**src/hw/rtl/arqr_pkg.sv**
```systemverilog
// ============================================================================
// arqr_pkg
// Shared types and constants of the ARQ receiver: input codes, register
// indexes, reset values and the command word passed from front to back.
// ============================================================================
package arqr_pkg;

    localparam logic [1:0] OP_BYTE  = 2'd0;
    localparam logic [1:0] OP_TICK  = 2'd1;
    localparam logic [1:0] OP_START = 2'd2;

    localparam logic CFG_REQUEST_CHAR = 1'b0;
    localparam logic CFG_TIMEOUT      = 1'b1;

    localparam logic [7:0]  REQUEST_CHAR_RESET  = 8'd48;
    localparam logic [15:0] TIMEOUT_TICKS_RESET = 16'd1000;

    localparam int FIFO_DEPTH_DEFAULT = 4;

    typedef struct packed {
        logic       has_payload;
        logic [7:0] payload;
        logic       has_frame;
        logic       is_ack;
        logic [7:0] value;
    } cmd_t;

endpackage

```
**src/hw/rtl/arqr_front.sv**
```systemverilog
// ============================================================================
// arqr_front
// Accepts input words, tracks packet and timer state and issues one command
// per input word that causes output.
// ============================================================================
module arqr_front (
    input  logic              clk,
    input  logic              rst_n,
    input  logic              s_tvalid,
    output logic              s_tready,
    input  logic [7:0]        s_tdata,
    input  logic [1:0]        s_tuser,
    input  logic              s_tlast,
    input  logic              cfg_valid,
    output logic              cfg_ready,
    input  logic              cfg_index,
    input  logic [15:0]       cfg_data,
    input  logic              fifo_full,
    output logic              push,
    output arqr_pkg::cmd_t    push_cmd
);
    import arqr_pkg::*;

    logic [7:0]  request_char_reg, request_char_next;
    logic [15:0] timeout_ticks_reg, timeout_ticks_next;
    logic [1:0]  byte_position_reg, byte_position_next;
    logic [7:0]  expected_number_reg, expected_number_next;
    logic [7:0]  total_count_reg, total_count_next;
    logic [7:0]  packet_number_reg, packet_number_next;
    logic        in_order_reg, in_order_next;
    logic        saved_is_ack_reg, saved_is_ack_next;
    logic [7:0]  saved_value_reg, saved_value_next;
    logic [15:0] timer_count_reg, timer_count_next;
    logic        timer_running_reg, timer_running_next;

    logic        accept;
    logic        ord_v;
    logic [7:0]  tot_v;
    logic [7:0]  exp_v;
    logic [16:0] tick_v;
    cmd_t        cmd;

    assign s_tready  = !fifo_full;
    assign cfg_ready = 1'b1;
    assign accept    = s_tvalid && s_tready;

    always_comb
    begin
        request_char_next    = request_char_reg;
        timeout_ticks_next   = timeout_ticks_reg;
        byte_position_next   = byte_position_reg;
        expected_number_next = expected_number_reg;
        total_count_next     = total_count_reg;
        packet_number_next   = packet_number_reg;
        in_order_next        = in_order_reg;
        saved_is_ack_next    = saved_is_ack_reg;
        saved_value_next     = saved_value_reg;
        timer_count_next     = timer_count_reg;
        timer_running_next   = timer_running_reg;
        ord_v  = in_order_reg;
        tot_v  = total_count_reg;
        exp_v  = expected_number_reg + {7'd0, in_order_reg};
        tick_v = {1'b0, timer_count_reg} + 17'd1;
        cmd    = '0;
        cmd.payload = s_tdata;

        if (cfg_valid)
        begin
            case (cfg_index)
                CFG_REQUEST_CHAR: request_char_next  = cfg_data[7:0];
                CFG_TIMEOUT:      timeout_ticks_next = cfg_data;
                default:          request_char_next  = request_char_reg;
            endcase
        end

        if (accept)
        begin
            unique case (s_tuser)
                OP_BYTE:
                begin
                    if (byte_position_reg == 2'd1)
                    begin
                        packet_number_next = s_tdata;
                    end
                    if (byte_position_reg == 2'd2)
                    begin
                        if (total_count_reg == 8'd0)
                        begin
                            tot_v = s_tdata;
                        end
                        ord_v = (packet_number_reg == expected_number_reg);
                    end
                    if (byte_position_reg == 2'd3 && ord_v)
                    begin
                        cmd.has_payload = 1'b1;
                    end
                    total_count_next = tot_v;
                    in_order_next    = ord_v;
                    exp_v = expected_number_reg + {7'd0, ord_v};
                    if (s_tlast)
                    begin
                        if (byte_position_reg >= 2'd2)
                        begin
                            expected_number_next = exp_v;
                            saved_is_ack_next    = 1'b1;
                            saved_value_next     = exp_v - 8'd1;
                            cmd.has_frame        = 1'b1;
                            timer_count_next     = 16'd0;
                            timer_running_next   = (exp_v <= tot_v);
                        end
                        byte_position_next = 2'd0;
                        in_order_next      = 1'b0;
                    end
                    else if (byte_position_reg != 2'd3)
                    begin
                        byte_position_next = byte_position_reg + 2'd1;
                    end
                end
                OP_TICK:
                begin
                    if (timer_running_reg)
                    begin
                        if (tick_v >= {1'b0, timeout_ticks_reg})
                        begin
                            cmd.has_frame    = 1'b1;
                            timer_count_next = 16'd0;
                        end
                        else
                        begin
                            timer_count_next = tick_v[15:0];
                        end
                    end
                end
                OP_START:
                begin
                    saved_is_ack_next  = 1'b0;
                    saved_value_next   = request_char_reg;
                    cmd.has_frame      = 1'b1;
                    timer_count_next   = 16'd0;
                    timer_running_next = 1'b1;
                end
                default:
                begin
                    cmd.has_frame = 1'b0;
                end
            endcase
        end

        cmd.is_ack = saved_is_ack_next;
        cmd.value  = saved_value_next;
    end

    assign push     = accept && (cmd.has_payload || cmd.has_frame);
    assign push_cmd = cmd;

    always_ff @(posedge clk or negedge rst_n)
    begin
        if (!rst_n)
        begin
            request_char_reg    <= REQUEST_CHAR_RESET;
            timeout_ticks_reg   <= TIMEOUT_TICKS_RESET;
            byte_position_reg   <= 2'd0;
            expected_number_reg <= 8'd1;
            total_count_reg     <= 8'd0;
            packet_number_reg   <= 8'd0;
            in_order_reg        <= 1'b0;
            saved_is_ack_reg    <= 1'b0;
            saved_value_reg     <= 8'd0;
            timer_count_reg     <= 16'd0;
            timer_running_reg   <= 1'b0;
        end
        else
        begin
            request_char_reg    <= request_char_next;
            timeout_ticks_reg   <= timeout_ticks_next;
            byte_position_reg   <= byte_position_next;
            expected_number_reg <= expected_number_next;
            total_count_reg     <= total_count_next;
            packet_number_reg   <= packet_number_next;
            in_order_reg        <= in_order_next;
            saved_is_ack_reg    <= saved_is_ack_next;
            saved_value_reg     <= saved_value_next;
            timer_count_reg     <= timer_count_next;
            timer_running_reg   <= timer_running_next;
        end
    end

endmodule

```
**src/hw/rtl/arqr_cmd_fifo.sv**
```systemverilog
// ============================================================================
// arqr_cmd_fifo
// Short command queue between the front and the back of the receiver.
// ============================================================================
module arqr_cmd_fifo #(
    parameter int DEPTH = arqr_pkg::FIFO_DEPTH_DEFAULT
) (
    input  logic              clk,
    input  logic              rst_n,
    input  logic              push,
    input  arqr_pkg::cmd_t    push_cmd,
    input  logic              pop,
    output arqr_pkg::cmd_t    head,
    output logic              empty,
    output logic              full
);
    import arqr_pkg::*;

    localparam int PTR_W = $clog2(DEPTH);
    localparam int CNT_W = $clog2(DEPTH + 1);
    localparam logic [PTR_W-1:0] PTR_LAST = PTR_W'(DEPTH - 1);
    localparam logic [CNT_W-1:0] CNT_FULL = CNT_W'(DEPTH);

    cmd_t             entries [DEPTH];
    logic [PTR_W-1:0] wr_ptr_reg;
    logic [PTR_W-1:0] rd_ptr_reg;
    logic [CNT_W-1:0] count_reg;

    assign head  = entries[rd_ptr_reg];
    assign empty = (count_reg == '0);
    assign full  = (count_reg == CNT_FULL);

    always_ff @(posedge clk)
    begin
        if (push)
        begin
            entries[wr_ptr_reg] <= push_cmd;
        end
    end

    always_ff @(posedge clk or negedge rst_n)
    begin
        if (!rst_n)
        begin
            wr_ptr_reg <= '0;
            rd_ptr_reg <= '0;
            count_reg  <= '0;
        end
        else
        begin
            if (push)
            begin
                wr_ptr_reg <= (wr_ptr_reg == PTR_LAST) ? '0 : wr_ptr_reg + PTR_W'(1);
            end
            if (pop)
            begin
                rd_ptr_reg <= (rd_ptr_reg == PTR_LAST) ? '0 : rd_ptr_reg + PTR_W'(1);
            end
            if (push && !pop)
            begin
                count_reg <= count_reg + CNT_W'(1);
            end
            else if (pop && !push)
            begin
                count_reg <= count_reg - CNT_W'(1);
            end
        end
    end

endmodule

```
**src/hw/rtl/arqr_back.sv**
```systemverilog
// ============================================================================
// arqr_back
// Expands queued commands into output words: a payload word for the host,
// a five-word ACK or GET frame for the transmitter, or both, payload first.
// ============================================================================
module arqr_back (
    input  logic              clk,
    input  logic              rst_n,
    input  arqr_pkg::cmd_t    head,
    input  logic              empty,
    output logic              pop,
    output logic              m_tvalid,
    input  logic              m_tready,
    output logic [7:0]        m_tdata,
    output logic [0:0]        m_tuser,
    output logic              m_tlast
);
    import arqr_pkg::*;

    localparam logic [7:0] CH_A = 8'h41;
    localparam logic [7:0] CH_C = 8'h43;
    localparam logic [7:0] CH_K = 8'h4B;
    localparam logic [7:0] CH_G = 8'h47;
    localparam logic [7:0] CH_E = 8'h45;
    localparam logic [7:0] CH_T = 8'h54;

    typedef enum logic [2:0] {
        PH_PAY,
        PH_F0,
        PH_F1,
        PH_F2,
        PH_F3,
        PH_F4
    } phase_t;

    phase_t     phase_reg;
    phase_t     ph;
    phase_t     ph_after;
    logic       active_reg;
    cmd_t       cur_reg;
    cmd_t       sel;
    logic       m_tvalid_reg;
    logic [7:0] m_tdata_reg;
    logic       m_tuser_reg;
    logic       m_tlast_reg;
    logic       step;
    logic       done;
    logic [7:0] word_byte;
    logic       word_dest;
    logic       word_last;
    logic [7:0] l1;
    logic [7:0] l2;
    logic [7:0] l3;

    assign sel  = active_reg ? cur_reg : head;
    assign ph   = active_reg ? phase_reg : (head.has_payload ? PH_PAY : PH_F0);
    assign step = (active_reg || !empty) && (!m_tvalid_reg || m_tready);
    assign pop  = step && !active_reg;
    assign done = (ph == PH_F4) || (ph == PH_PAY && !sel.has_frame);

    assign l1 = sel.is_ack ? CH_A : CH_G;
    assign l2 = sel.is_ack ? CH_C : CH_E;
    assign l3 = sel.is_ack ? CH_K : CH_T;

    always_comb
    begin
        word_dest = 1'b1;
        word_last = 1'b0;
        word_byte = sel.value;
        ph_after  = PH_F0;
        unique case (ph)
            PH_PAY:
            begin
                word_dest = 1'b0;
                word_last = !sel.has_frame;
                word_byte = sel.payload;
                ph_after  = PH_F0;
            end
            PH_F0:
            begin
                word_byte = l1 ^ l2 ^ l3 ^ sel.value;
                ph_after  = PH_F1;
            end
            PH_F1:
            begin
                word_byte = l1;
                ph_after  = PH_F2;
            end
            PH_F2:
            begin
                word_byte = l2;
                ph_after  = PH_F3;
            end
            PH_F3:
            begin
                word_byte = l3;
                ph_after  = PH_F4;
            end
            PH_F4:
            begin
                word_byte = sel.value;
                word_last = 1'b1;
                ph_after  = PH_F0;
            end
            default:
            begin
                word_byte = sel.value;
                ph_after  = PH_F0;
            end
        endcase
    end

    always_ff @(posedge clk or negedge rst_n)
    begin
        if (!rst_n)
        begin
            phase_reg    <= PH_PAY;
            active_reg   <= 1'b0;
            m_tvalid_reg <= 1'b0;
        end
        else if (step)
        begin
            phase_reg    <= ph_after;
            active_reg   <= !done;
            cur_reg      <= sel;
            m_tvalid_reg <= 1'b1;
            m_tdata_reg  <= word_byte;
            m_tuser_reg  <= word_dest;
            m_tlast_reg  <= word_last;
        end
        else if (m_tready)
        begin
            m_tvalid_reg <= 1'b0;
        end
    end

    assign m_tvalid   = m_tvalid_reg;
    assign m_tdata    = m_tdata_reg;
    assign m_tuser[0] = m_tuser_reg;
    assign m_tlast    = m_tlast_reg;

endmodule

```
**src/hw/rtl/arq_receiver_with_ack_timer.sv**
```systemverilog
// ============================================================================
// arq_receiver_with_ack_timer
// Stop-and-wait ARQ receiver with cumulative ACK frames and a resend timer.
// ============================================================================
// The slave stream carries one input word per transfer: received packet
// bytes (tuser 0, tlast on the final byte), timer ticks (tuser 1) and start
// requests (tuser 2). The master stream delivers payload bytes for the host
// (tuser 0) and frame bytes for the transmitter (tuser 1); tlast marks the
// final output word caused by one input word.
// The configuration channel writes the GET request character (index 0) and
// the resend timeout in ticks (index 1); it is always ready.
// The front accepts one word per cycle while the queue is not full and pushes
// a command into a queue of FIFO_DEPTH entries; the back registers and emits
// one output word per cycle while the master is ready, so a packet end with
// payload gives six words. The rate is set by the back's single output port:
// a long ACK burst fills the queue and tready drops.
// Reset returns the packet and timer state and both registers to their
// initial values and empties the queue. When the master stalls, the output
// word holds and the queue absorbs input until it is full.
// ============================================================================
module arq_receiver_with_ack_timer #(
    parameter int FIFO_DEPTH = arqr_pkg::FIFO_DEPTH_DEFAULT
) (
    input  logic        clk,
    input  logic        rst_n,
    input  logic        s_tvalid,
    output logic        s_tready,
    input  logic [7:0]  s_tdata,   // rx_byte
    input  logic [1:0]  s_tuser,   // op
    input  logic        s_tlast,
    output logic        m_tvalid,
    input  logic        m_tready,
    output logic [7:0]  m_tdata,   // out_byte
    output logic [0:0]  m_tuser,   // dest
    output logic        m_tlast,
    input  logic        cfg_valid,
    output logic        cfg_ready,
    input  logic        cfg_index,
    input  logic [15:0] cfg_data
);
    import arqr_pkg::*;

    logic fifo_full;
    logic fifo_empty;
    logic push;
    logic pop;
    cmd_t push_cmd;
    cmd_t head;

    arqr_front u_front (
        .clk       (clk),
        .rst_n     (rst_n),
        .s_tvalid  (s_tvalid),
        .s_tready  (s_tready),
        .s_tdata   (s_tdata),
        .s_tuser   (s_tuser),
        .s_tlast   (s_tlast),
        .cfg_valid (cfg_valid),
        .cfg_ready (cfg_ready),
        .cfg_index (cfg_index),
        .cfg_data  (cfg_data),
        .fifo_full (fifo_full),
        .push      (push),
        .push_cmd  (push_cmd)
    );

    arqr_cmd_fifo #(
        .DEPTH (FIFO_DEPTH)
    ) u_fifo (
        .clk      (clk),
        .rst_n    (rst_n),
        .push     (push),
        .push_cmd (push_cmd),
        .pop      (pop),
        .head     (head),
        .empty    (fifo_empty),
        .full     (fifo_full)
    );

    arqr_back u_back (
        .clk      (clk),
        .rst_n    (rst_n),
        .head     (head),
        .empty    (fifo_empty),
        .pop      (pop),
        .m_tvalid (m_tvalid),
        .m_tready (m_tready),
        .m_tdata  (m_tdata),
        .m_tuser  (m_tuser),
        .m_tlast  (m_tlast)
    );

endmodule

```
**config.mk**
```make
export PLATFORM = sky130hd
export DESIGN_NAME = arq_receiver_with_ack_timer
export DESIGN_NICKNAME = d
export VERILOG_FILES = /design/src/hw/rtl/arqr_pkg.sv /design/src/hw/rtl/arqr_front.sv /design/src/hw/rtl/arqr_cmd_fifo.sv /design/src/hw/rtl/arqr_back.sv /design/src/hw/rtl/arq_receiver_with_ack_timer.sv
export SDC_FILE = /design/constraint.sdc
export NUM_CORES = 1
export LEC_CHECK = 0
export BUFFER_PORTS_ARGS = -buffer_cell sky130_fd_sc_hd__buf_2
export CORE_AREA = 2 2 149 151
export DETAILED_ROUTE_END_ITERATION = 16
export DIE_AREA = 0 0 151 153
export PLACE_DENSITY = 0.6
export REMOVE_ABC_BUFFERS = 1
export SETUP_SLACK_MARGIN = 0.1
export SLEW_MARGIN = 30
export SYNTH_ARGS = -nofsm -noshare
export SYNTH_HDL_FRONTEND = slang
export SYNTH_SLANG_ARGS = --single-unit
```
**constraint.sdc**
```tcl
create_clock -name clk -period 4.5 [get_ports clk]
set_clock_uncertainty 0.2 [all_clocks]
set_input_delay 0.9 -clock clk [delete_from_list [all_inputs] [get_ports clk]]
set_output_delay 0.9 -clock clk [all_outputs]
set_load 0.05 [all_outputs]
```
# After elaboration in Yosys (flattened, before gate mapping)
# Memories as Yosys holds them, arrays and structs flattened.
# Cells that the tools add are included.
# classes
magnitude_cmp	3
add_sub_neg	8
n_reduce_logical	38
n_mux	53
n_bitwise	4
n_eq_ne	18
# ops
operator	n
$mux 16	4
$mux 8	7
$pmux 16 s3	1
$pmux 8 s5	1
$xor 8x8->8	3
$mux 1	23
$mux 18	1
$add 16x1->17 const B	1
$ge 17x16->1	1
$pmux 8 s2	1
$mux 3	5
$pmux 3 s4	1
$eq 2x2->1 const B	5
$eq 3x3->1 const B	3
$add 8x1->8	1
$eq 8x8->1	1
$le 8x8->1	1
$logic_and 1x1->1	8
$logic_not 1->1	8
$logic_not 8->1	1
$mux 2	4
$reduce_and 2->1	4
$reduce_and 4->1	2
$reduce_bool 2->1	4
20 further kinds	33
# word_totals
word_cells	149
output_inout_bits	13
mem_bits_rw	76
memories	1
ff_bits	117
inputBits	33
# memory_table
memory	depth	width	read_ports	rd_clocked_by_memory_dff	wr	line_no	source
u_fifo.entries	4	19	1	0	1	arqr_cmd_fifo.sv:24	cmd_t entries [DEPTH];

# Depth between registers and ports, before layout
# depth
ltp_word	14
depth_mapped	19
depth_no_buf	18

# By module
# A second synthesis with hierarchy kept.
# unflattened
hier_cells	746
hier_area_um2	9562.9
# by_module_without_submodules
module	instances	cells_per_inst	area_per_inst_um2	seq_area_each_um2
arqr_front	1	466	4634.4	1938.1
arqr_cmd_fifo	1	136	3156.8	2457.4
arqr_back	1	144	1771.7	965.9

# Worst setup path after synthesis
# Ideal clock, no wire load.
# synth_path
kind	register to register
start	register u_front.timer_count_reg[0]
end	memory u_fifo.entries[0][0] (netlist bit) (enable)
path_buffers	0
arrival_time_ps	3907
path_stages_with_launch	12
slack_ps	-32
required_ps	3876
setup_ps	424
period_less_slack_ps	4532
cell_sequence	dfrtp_1 -> ha_1 -> nand3_1 -> or2_2 -> xnor2_1 -> ha_1 -> nand4_1 -> nor4_1 -> o21bai_1 -> o2111ai_1 -> o21bai_1 -> a21boi_0
# synth_via
elab_chain_cells	10
# synth_lines
element	line_no	source
start: declaration	arqr_front.sv:33	logic [15:0] timer_count_reg, timer_count_next;
start signal: assignment	arqr_front.sv:183	timer_count_reg <= timer_count_next;
$add 16x1->17	arqr_front.sv:63	tick_v = {1'b0, timer_count_reg} + 17'd1;
$ge 17x16->1	arqr_front.sv:123	if (tick_v >= {1'b0, timeout_ticks_reg})
$mux 1	arqr_front.sv:123	
$mux 1	arqr_front.sv:121	if (timer_running_reg)
$pmux 1 s3	arqr_front.sv:78	unique case (s_tuser)
$mux 1	arqr_front.sv:76	if (accept)
$logic_or 1x1->1	arqr_front.sv:153	assign push = accept && (cmd.has_payload || cmd.has_frame);
$logic_and 1x1->1	arqr_front.sv:153	
$mux 1	arqr_cmd_fifo.sv:35	if (push)
$mux 1 (not written as such)	arqr_cmd_fifo.sv:37	entries[wr_ptr_reg] <= push_cmd;
end: declaration	arqr_cmd_fifo.sv:24	
# Every way passes these cells.

# Worst setup path in the final report
# layout_path
start	register u_front.timer_count_reg[2]
end	register u_fifo.count_reg[1]
# layout_via
elab_chain_cells	11
elab_cells_between_ends	13
classes_between	add/sub: 1; order compare: 1; mux: 5; reduce/logical: 6
# layout_lines
element	line_no	source
$add 16x1->17 (*)	arqr_front.sv:63	
$ge 17x16->1 (*)	arqr_front.sv:123	
$mux 1 (*)	arqr_front.sv:123	
$mux 1 (*)	arqr_front.sv:121	
$pmux 1 s3 (*)	arqr_front.sv:78	
$mux 1 (*)	arqr_front.sv:76	
$logic_or 1x1->1 (*)	arqr_front.sv:153	
$logic_and 1x1->1 (*)	arqr_front.sv:153	
named net push	arq_receiver_with_ack_timer.sv:45	logic push;
$logic_not 1->1	arqr_cmd_fifo.sv:63	else if (pop && !push)
$logic_and 1x1->1	arqr_cmd_fifo.sv:63	
$reduce_bool 2->1 (no source line)	n/a	
end signal: assignment	arqr_cmd_fifo.sv:61	count_reg <= count_reg + CNT_W'(1);
end signal: assignment	arqr_cmd_fifo.sv:65	count_reg <= count_reg - CNT_W'(1);
end: declaration	arqr_cmd_fifo.sv:27	logic [CNT_W-1:0] count_reg;
# The timed path passes the listed nets; every way through them passes the cells marked *.
# A chain may end at the register's enable or synchronous reset.

==> flow_summary_export.csv <==
group,metric,value,unit
timing,layout_worst_path_cycle_share,92.50,%
worst_setup_path,crit_slowest_cell,"dfrtp_1",
pwr,p_leak,4.392,nW
yosys,synth_commonest_cells,"edfxtp_1, nand2_1, dfrtp_1, inv_1",
clock_network,clk_latency,0.43,ns
pwr,power_per_cell_area,569.8,nW/um^2
clock_network,clkSinkCount,193,
detailed_routing,firstDrtPassIters,4,
placed_design,placed_area,10030,um^2
finish,area_delta_synth_final,11.96,%
finish,finalNonFillerCells,1105,
yosys,synth_cell_types,73,
worst_setup_path,reg2reg_from,"u_front.timer_count_reg[2]$_DFFE_PN0P_",
timing,max_freq,0.2402,GHz
yosys,syn_area_per_cell,12.40,um^2
yosys,yosysTopAreaCell,"edfxtp_1",
clock_network,cts-root-buf,"clkbuf_16",
finish,final_area,10630,um^2
pwr,peakVddDrop,0.2822,mV
yosys,ys_seq_area_share,56.46,%
finish,drive_above_1_share,21.21,%
finish,diodes,0,
die,num_rows,54,
yosys,post-synth-top-count-cell,"edfxtp_1",
finish,largest_reg_flops,76,
worst_setup_path,cp.arrival,4.27,ns
yosys,yosysWarnings,0,
detailed_routing,drt_drc_violations_left,0,
timing,whs,0.1432,ns
detailed_routing,drtIter0Drc,304,
detailed_routing,ant_nets,0,
global_routing,antenna_found_initial,0,
worst_setup_path,crit_path_max_incr_delay,0.44,ns
run,drv_cap,0,
finish,fillers,1927,
detailed_routing,avgRoutedWirePerCell,18.04,um
hold_path,hold_path.class,"input pin to async pin",
worst_setup_path,path_delay_family,"simple AND/OR/NAND/NOR gates",
worst_setup_path,crit_path_cell_trace,"and3_2 > and4_2 > nand3_1 > nor2_1 > xor2_1 > ha_1 > nand3_1 > nor2_1 > a221oi_2 > o2111ai_2 > o21bai_2 > nand2_1 > ha_1 > inv_1 > fa_1 > mux2_2",
worst_setup_path,cp_data_required_time,4.61,ns
detailed_routing,vias,6054,
clock_network,post_cts_buffers,0,
outcome,outcome,"complete, no violations",
yosys,synth_cells,766,
worst_setup_path,worstRegToRegCells,16,
timing,fin_crit,4.163,ns
timing,slew_violations,0,
die,die_w,151,um
worst_setup_path,start_kind,"flop",
finish,layout.nets,883,
placed_design,hpwl,14.02,mm
clock_network,clock_path_buffers,2,
clock_network,clkTransAtPathRegs,0.07,ns
global_routing,grt_max_degree,70,
yosys,synth-main-ff-cell,"edfxtp_1",
worst_setup_path,path_buf_inv,1,
clock_network,cts_tree,"done",
global_routing,groute.usage.overall,18.26,%
timing,slew_headroom,42.31,%
die,start_util,44.20,%
worst_setup_path,crit_fanout,6,
timing,hold_violations,0,
yosys,synth_top_area_share,32.89,%
detailed_routing,routed_via_density,5.479,
yosys,synth_area_leaders,"edfxtp_1, dfrtp_1, ha_1",
clock_network,htreeDepth,4,
clock_network,cts_made_buffers,17,
global_routing,grt_pass1_vias,6231,
yosys,async_reset_ff_share,46.11,%
timing,setup_viol,0,
worst_setup_path,crit_cells,16,
yosys,synth_edf_count,104,
worst_setup_path,cp-startpoint,"u_front.timer_count_reg[2]$_DFFE_PN0P_",
timing,worstMarginPinSlew,0.8601,ns
die,core_area,21490,um^2
global_routing,grt_overflow,0,
global_routing,grt_pass1_wl,32.75,mm
die,io_pins,46,
worst_setup_path,crit_type,"flop to flop",
worst_setup_path,crit_path_end_kind,"flop",
die,dieArea,23100,um^2
die,die_y,153,um
yosys,ys_ff_latch,193,
placed_design,portBuffers,44,
detailed_routing,drt-total-wl,19.93,mm
placed_design,dp.cells,1073,
placed_design,finalWeightedCongestion,0.8573,
timing,rsz0062_at_grt,"false",
yosys,netlist_area,9497,um^2
## worst register-to-register path: stages (launching register included)
cell,delay (ns)
dfrtp_1,0.44
and3_2,0.28
and4_2,0.34
nand3_1,0.12
nor2_1,0.13
xor2_1,0.22
ha_1,0.29
nand3_1,0.11
nor2_1,0.06
a221oi_2,0.31
o2111ai_2,0.23
o21bai_2,0.24
nand2_1,0.08
ha_1,0.23
inv_1,0.07
fa_1,0.41
mux2_2,0.27
## power breakdown
group / internal [mW] / switching [mW]
registers: 2.27 / 0.228
clock network: 0.836 / 0.652
logic: 0.841 / 1.23
total: 3.95 / 2.11
## per-stage QoR
step           worst slack, ns  util [%]  total power [mW]  TNS, ns
2_1_floorplan         -0.03036         -             3.994   -2.307
3_3_place_gp            0.3527     46.67             4.532        0
3_5_place_dp            0.2023     46.70             4.600        0
4_1_cts                 0.1610     49.39             6.108        0
5_1_grt                0.09821     49.49             6.435        0
6_report                0.3375     49.49             6.059        0
## routing by layer
metal	track usage [%]	vias to the layer above	routed length, um
li1	-	2896	-
met1	24.63	3019	9154
met2	29.98	119	9958
met3	2.925	20	539
met4	6.409	0	281
met5	0	-	0
## layout make-up
type	count	area, um^2	area share [%]
inverter	46	172.7	1.624
clock buffer	20	446.7	4.201
timing repair buffer	59	339.1	3.189
clock inverter	12	131.4	1.236
multi-input combinational	495	3830	36.02
tap	280	350.3	3.295
sequential	193	5363	50.44
## final timing paths
path,to,slack (ns)
setup / recovery,u_fifo.count_reg[1]$_DFFE_PN0P_,0.34
hold / removal,u_front.byte_position_reg[1]$_DFFE_PN0P_,0.14
setup reg to reg,u_fifo.count_reg[1]$_DFFE_PN0P_,0.34
hold reg to reg,u_front.timeout_ticks_reg[10]$_DFFE_PN0P_,0.30
max in group asynchronous,u_front.timer_count_reg[0]$_DFFE_PN0P_,3.00
min in group clk,u_front.timeout_ticks_reg[10]$_DFFE_PN0P_,0.30
## timing repair
action                     CTS  global route
gates resized for setup      0             6
hold buffers                 0             0
setup endpoints to repair    0             2
## cells in the final DEF, fill, tap and decap left out, types with 3 or more instances in the layout
cell and count:
and3_1 3, a22o_1 6, o211ai_1 4, nor2_1 36, clkbuf_16 17, dfrtp_1 79, o311ai_1 3, nand2b_1 11
mux2i_1 7, o21bai_1 4, nor2b_1 6, dfstp_2 9, mux4_2 13, inv_1 45, ha_1 36, buf_2 43
nand3_1 17, o21ai_0 17, nor2_2 3, buf_4 15, nand4_1 11, mux4_1 6, edfxtp_1 104, o22ai_1 15
and2_1 6, a21boi_2 4, a211oi_1 5, xor2_1 11, xnor2_1 30, o31ai_1 3, o21a_1 5, mux2_2 37
a21o_1 10, nor3_1 16, nand2_1 91, a21oi_1 31, a221o_1 5
## cells by family after synthesis
| group | share of synthesized area [%] |
|---|---|
| simple gates | 11.45 |
| mux | 10.22 |
| flops | 56.46 |
| xor+xnor | 3.781 |
| other cells | 0.03949 |
| compound gates | 9.342 |
| fa+ha+maj | 5.086 |
| buf+inv | 3.623 |
Note: power is estimated with default switching activity, not from simulation.
